[src/itsa_pkg.sv]
// itsa_pkg: shared codes, types and search geometry for the id-to-slot allocator
// used by itsa_find and id_to_slot_allocator_core; no dependencies
`default_nettype none

package itsa_pkg;

  // default sizes
  localparam int unsigned SLOTS_DEF    = 128;
  localparam int unsigned ID_SPACE_DEF = 1024;

  // payload widths fixed by the interface
  localparam int unsigned CMD_W    = 2;
  localparam int unsigned ID_W     = 10;
  localparam int unsigned STATUS_W = 4;
  localparam int unsigned SLOT_W   = 7;

  // priority search geometry: groups of sixteen bits
  localparam int unsigned FIND_GW  = 16;
  localparam int unsigned FIND_GIW = 4;

  // command codes
  localparam logic [CMD_W-1:0] CMD_KICK = 2'd0;
  localparam logic [CMD_W-1:0] CMD_KEEP = 2'd1;
  localparam logic [CMD_W-1:0] CMD_POLL = 2'd2;

  // status codes
  localparam logic [STATUS_W-1:0] ST_ADDED     = 4'd0;
  localparam logic [STATUS_W-1:0] ST_UPDATED   = 4'd1;
  localparam logic [STATUS_W-1:0] ST_FULL      = 4'd2;
  localparam logic [STATUS_W-1:0] ST_FREED     = 4'd3;
  localparam logic [STATUS_W-1:0] ST_UNKNOWN   = 4'd4;
  localparam logic [STATUS_W-1:0] ST_POLL_UPD  = 4'd5;
  localparam logic [STATUS_W-1:0] ST_POLL_KICK = 4'd6;
  localparam logic [STATUS_W-1:0] ST_POLL_NONE = 4'd7;
  localparam logic [STATUS_W-1:0] ST_RANGE     = 4'd8;

  // sequencer states
  typedef enum logic [1:0] {
    S_CLEAR,
    S_IDLE,
    S_LOOK,
    S_HOLD
  } state_e;

endpackage

`default_nettype wire

[src/itsa_find.sv]
// itsa_find: two-stage lowest-set-bit search over a slot bitmap
// stage one registers per-group flags, stage two picks the lowest group; uses itsa_pkg
`default_nettype none

module itsa_find #(
  parameter int unsigned N = itsa_pkg::SLOTS_DEF
) (
  input  wire logic                 clk_i,
  input  wire logic [N-1:0]         vec_i,
  output logic                      found_o,
  output logic [$clog2(N)-1:0]      idx_o
);

  localparam int unsigned SB  = $clog2(N);
  localparam int unsigned GW  = itsa_pkg::FIND_GW;
  localparam int unsigned GIW = itsa_pkg::FIND_GIW;
  localparam int unsigned NG  = (N + GW - 1) / GW;
  localparam int unsigned NGW = (NG > 1) ? $clog2(NG) : 1;

  logic [NG*GW-1:0]  pad;
  logic [GIW-1:0]    lo_c [NG];
  logic [NG-1:0]     any_q;
  logic [GIW-1:0]    lo_q [NG];
  logic [NGW+GIW-1:0] wide;

  assign pad = (NG*GW)'(vec_i);

  // lowest set bit inside each group
  always_comb begin
    for (int g = 0; g < NG; g++) begin
      lo_c[g] = '0;
      for (int b = GW - 1; b >= 0; b--) begin
        if (pad[g*GW + b]) begin
          lo_c[g] = GIW'(b);
        end
      end
    end
  end

  // stage one registers
  always_ff @(posedge clk_i) begin
    for (int g = 0; g < NG; g++) begin
      any_q[g] <= |pad[g*GW +: GW];
      lo_q[g]  <= lo_c[g];
    end
  end

  // stage two: lowest non-empty group
  always_comb begin
    wide = '0;
    for (int g = NG - 1; g >= 0; g--) begin
      if (any_q[g]) begin
        wide = {NGW'(g), lo_q[g]};
      end
    end
  end

  assign found_o = |any_q;
  assign idx_o   = wide[SB-1:0];

endmodule

`default_nettype wire

[config.mk]
export PLATFORM = sky130hd
export DESIGN_NAME = itsa_find
export DESIGN_NICKNAME = d
export VERILOG_FILES = /design/src/itsa_pkg.sv /design/src/itsa_find.sv
export SDC_FILE = /design/constraint.sdc
export NUM_CORES = 1
export LEC_CHECK = 0
export BUFFER_PORTS_ARGS = -buffer_cell sky130_fd_sc_hd__buf_2
export CAP_MARGIN = 20
export CELL_PAD_IN_SITES_DETAIL_PLACEMENT = 1
export CELL_PAD_IN_SITES_GLOBAL_PLACEMENT = 1
export CORE_ASPECT_RATIO = 1.25
export CORE_MARGIN = 1.5
export CORE_UTILIZATION = 26
export CTS_CLUSTER_SIZE = 30
export DETAILED_ROUTE_END_ITERATION = 6
export GPL_ROUTABILITY_DRIVEN = 0
export HOLD_SLACK_MARGIN = 0.1
export MAX_ROUTING_LAYER = met4
export PLACE_DENSITY = 0.78
export SYNTH_ARGS = -nofsm -noshare
export SYNTH_HDL_FRONTEND = slang
export SYNTH_SLANG_ARGS = --single-unit
export TNS_END_PERCENT = 50
[constraint.sdc]
create_clock -name clk_i -period 1.3 [get_ports clk_i]
set_input_delay 0.26 -clock clk_i [delete_from_list [all_inputs] [get_ports clk_i]]
set_output_delay 0.26 -clock clk_i [all_outputs]
set_load 0.005 [all_outputs]
* Word level (Yosys, flattened, before mapping) *
Memories as Yosys holds them, arrays and structs flattened.
Cells that the tools add are included.

storage, ports and cells
  memory bits (read-only) = 0
  memories kept = 1
  word-level logic and storage cells = 147
  bits in latches = 0
  register bits = 8
  bits in writable memories = 32

memory list
  name  depth  width  read ports  clocked after Yosys merged registers in  write ports  line             source
  lo_q  8      4      8           0                                        8            itsa_find.sv:23  logic [GIW-1:0] lo_q [NG];

cells by class
  order comparisons = 0
  shift-type cells = 0
  multiplexer cells = 136
  eq/ne operators = 0
  reductions and logical operators = 9
  $mul = 0
  div/mod/pow operators = 0
  bitwise operators = 0
  add/sub/neg operators = 0

operators with widths
  cell                 count
  two-way mux 4 bit    128
  OR reduction 16 bit  8
  two-way mux 7 bit    8
  OR reduction 8 bit   1

* Depth between registers and ports, before layout *
  depth in word-level cells = 16
  gate-level depth with buffers = 5

* Worst setup path after synthesis *
No wires, ideal clock.

  kind = register -> output
  start = register any_q[5]
  end = output idx_o[1]
  arrival = 1.177 ns
  required time = 1.040 ns
  buffers on the path = 0
  slack = -0.137 ns
  stages on the path, launching flop included = 5
  cell sequence = dfxtp_1 > or2b_2 > o22ai_1 > or4_1 > a31oi_1

between the ends
  cells in the longest elaborated chain, start to end = 6

RTL lines
  item                             line             source
  start, declared                  itsa_find.sv:22  logic [NG-1:0] any_q;
  start signal, assigned by index  itsa_find.sv:43  any_q[g] <= |pad[g*GW +: GW];
  two-way mux 7 bit (6 in a row)   itsa_find.sv:52  if (any_q[g]) begin
  end, declared                    itsa_find.sv:11  output logic [$clog2(N)-1:0] idx_o

Every way passes these cells.

* Final worst setup path *
  start = register any_q[5]
  end = output idx_o[3]

The elaborated chain is that of the path after synthesis.

==> impl_metrics.json <==
{
  "start_kind": "flip-flop",
  "worstPathRequired_ps": 1040,
  "synthArstFlopShare": 0,
  "rsz0062_at_grt": "yes",
  "synthToLayoutAreaGrowth_pct": 43.5,
  "status": "complete, but fails checks",
  "antennaDiodeCount": 0,
  "synthesis.area_um2": 2390,
  "grt_max_degree": 12,
  "place.port_buffers": 136,
  "dp_cells": 617,
  "coreArea_um2": 8800,
  "via_per_inst": 4.95,
  "final_common_cell": "buf_2",
  "fin_setup_tns_ps": -4060,
  "detail_route.first_pass.iterations": 4,
  "synth-seq-cells": 40,
  "routed-via-count": 3094,
  "hold_class": "in -> reg",
  "grt_pass1_wl_mm": 12.8,
  "grt.overflow.total": 0,
  "ys.flop_type": "dfxtp_1",
  "layout_common_cells": "buf_2, nor2_1, dfxtp_1",
  "postRouteAntennaNets": 0,
  "cts_max_path_buffers": 2,
  "violations": "negative setup slack",
  "start_util": 0.272,
  "worst_pin_slew_ps": 469,
  "slew_headroom": 0.685,
  "avgSynthCellArea_um2": 6.85,
  "crit_start": "any_q[5]$_DFF_P_",
  "die_h_um": 110,
  "p_leak_nw": 1.64,
  "cts-root-buf": "clkbuf_8",
  "grt_use_total": 0.165,
  "grt_pass1_vias": 3141,
  "layout-drive-gt1-share": 0.325,
  "fin_cells": 625,
  "setup_slack_ps": -692,
  "postPlaceCellArea_um2": 3320,
  "synth_cell_types": 28,
  "whs_endpoint": "lo_q[0][0]$_SDFF_PP0_",
  "dieArea_um2": 9790,
  "syn-num-nets": 478,
  "synth-edff-count": 0,
  "yosysSeqAreaShare": 0.335,
  "pre_cts_slack_ps": -382,
  "nNetsFinal": 633,
  "ys_warn_count": 0,
  "rows": 38,
  "drtIter0Drc": 31,
  "die_w_um": 88.8,
  "postCtsSetupRepairBufs": 0,
  "h-tree-depth": 2,
  "setup_viol": 8,
  "stdcell_area_um2": 3430,
  "period_share": 1.53,
  "cp.arrival_ps": 1730,
  "worstHoldStart": "vec_i[0]",
  "irDropWorstVdd_uv": 350,
  "clock_sinks": 40,
  "crit_type": "reg -> out",
  "numCtsBuffers": 5,
  "hold_violations": 0,
  "fin_util": 0.390,
  "max_cap_violations": 0,
  "max_freq_mhz": 502,
  "wl_mm": 7.92,
  "crit_fanout": 4,
  "drc": 0,
  "holdPathStages": 2,
  "cp-end-kind": "output port",
  "clkSlewWorstSetupHoldPaths_ps": 70,
  "hpwlAfterDp_mm": 7.15,
  "min_period_ps": 1990,
  "power.density_nw_per_um2": 767,
  "synthesis.instances": 349,
  "antenna_found_initial": 0,
  "cts_tree": "built",
  "wl_per_cell_um": 12.7,
  "finalMaxSlewViolations": 0,
  "io_pins": 137
}
==> critical path, cell delays in order, from the launching register on <==
cell     delay [ps]
dfxtp_2         320
or2b_4          210
o22ai_1          80
or4_1           490
a31oi_1         210
buf_2           140
==> state kept, by name (all words and copies together), names as in the netlist <==
name,flops
any_q,8
lo_q,32
==> cell type report <==
type                    count  area [um2]
fillers                  1160        5360
multi-input cells         279        1490
flip-flops and latches     40         807
repair buffers            150         786
well taps                 120         150
inverters                  28         105
clock buffers               8        90.1
==> cell usage after synthesis (all sizes together), types with 4 or more instances <==
cell type	n	area (um2)
a21oi	21	105
a221oi	11	96.3
a31oi	13	81.3
and3	13	81.3
dfxtp	40	801
inv	28	105
nand2	32	120
nand2b	12	75.1
nand3	10	50.1
nand4	4	25.0
nor2	70	263
nor3	9	45.0
nor4	21	131
o21ai	26	130
o22ai	14	87.6
o31ai	8	60.1
==> cells by family after synthesis <==
| logic type | share of synthesized area |
|---|---|
| simple gates | 0.361 |
| compound gates | 0.255 |
| flops | 0.335 |
| buf+inv | 0.0492 |
==> worst max path at each step <==
stage,to,slack [ps]
final,idx_o[3],-690
after global routing,idx_o[2],-760
after CTS,idx_o[2],-660
after detailed placement,idx_o[2],-380
after global placement,idx_o[1],-310
after floorplan,idx_o[1],-140
==> per-stage QoR <==
stage,hold WS [ps],power [W]
after floorplan,354,0.00150
after global placement,506,0.00183
after detailed placement,500,0.00185
after CTS,188,0.00266
after global routing,191,0.00278
final,192,0.00263
==> power breakdown <==
part / switching [W] / total, W / internal [W]
Sequential: 0.0000162 / 0.00128 / 0.00127
Clock: 0.000380 / 0.000812 / 0.000432
Combinational: 0.000286 / 0.000536 / 0.000250
==> timing repair <==
item	4_1_cts	5_1_grt
pin swaps	3	2
resized for setup	4	5
setup endpoints to repair	8	8
hold buffers	0	0
==> metal layers <==
layer | routed length [um] | track usage | vias to the layer above
met1 | 3130 | 0.168 | 1431
met4 | 40 | 0.0324 | 0
li1 | - | - | 1584
met3 | 288 | 0.0201 | 5
met5 | 0 | - | -
met2 | 4460 | 0.332 | 74
Power figures use the tool's default switching activity.
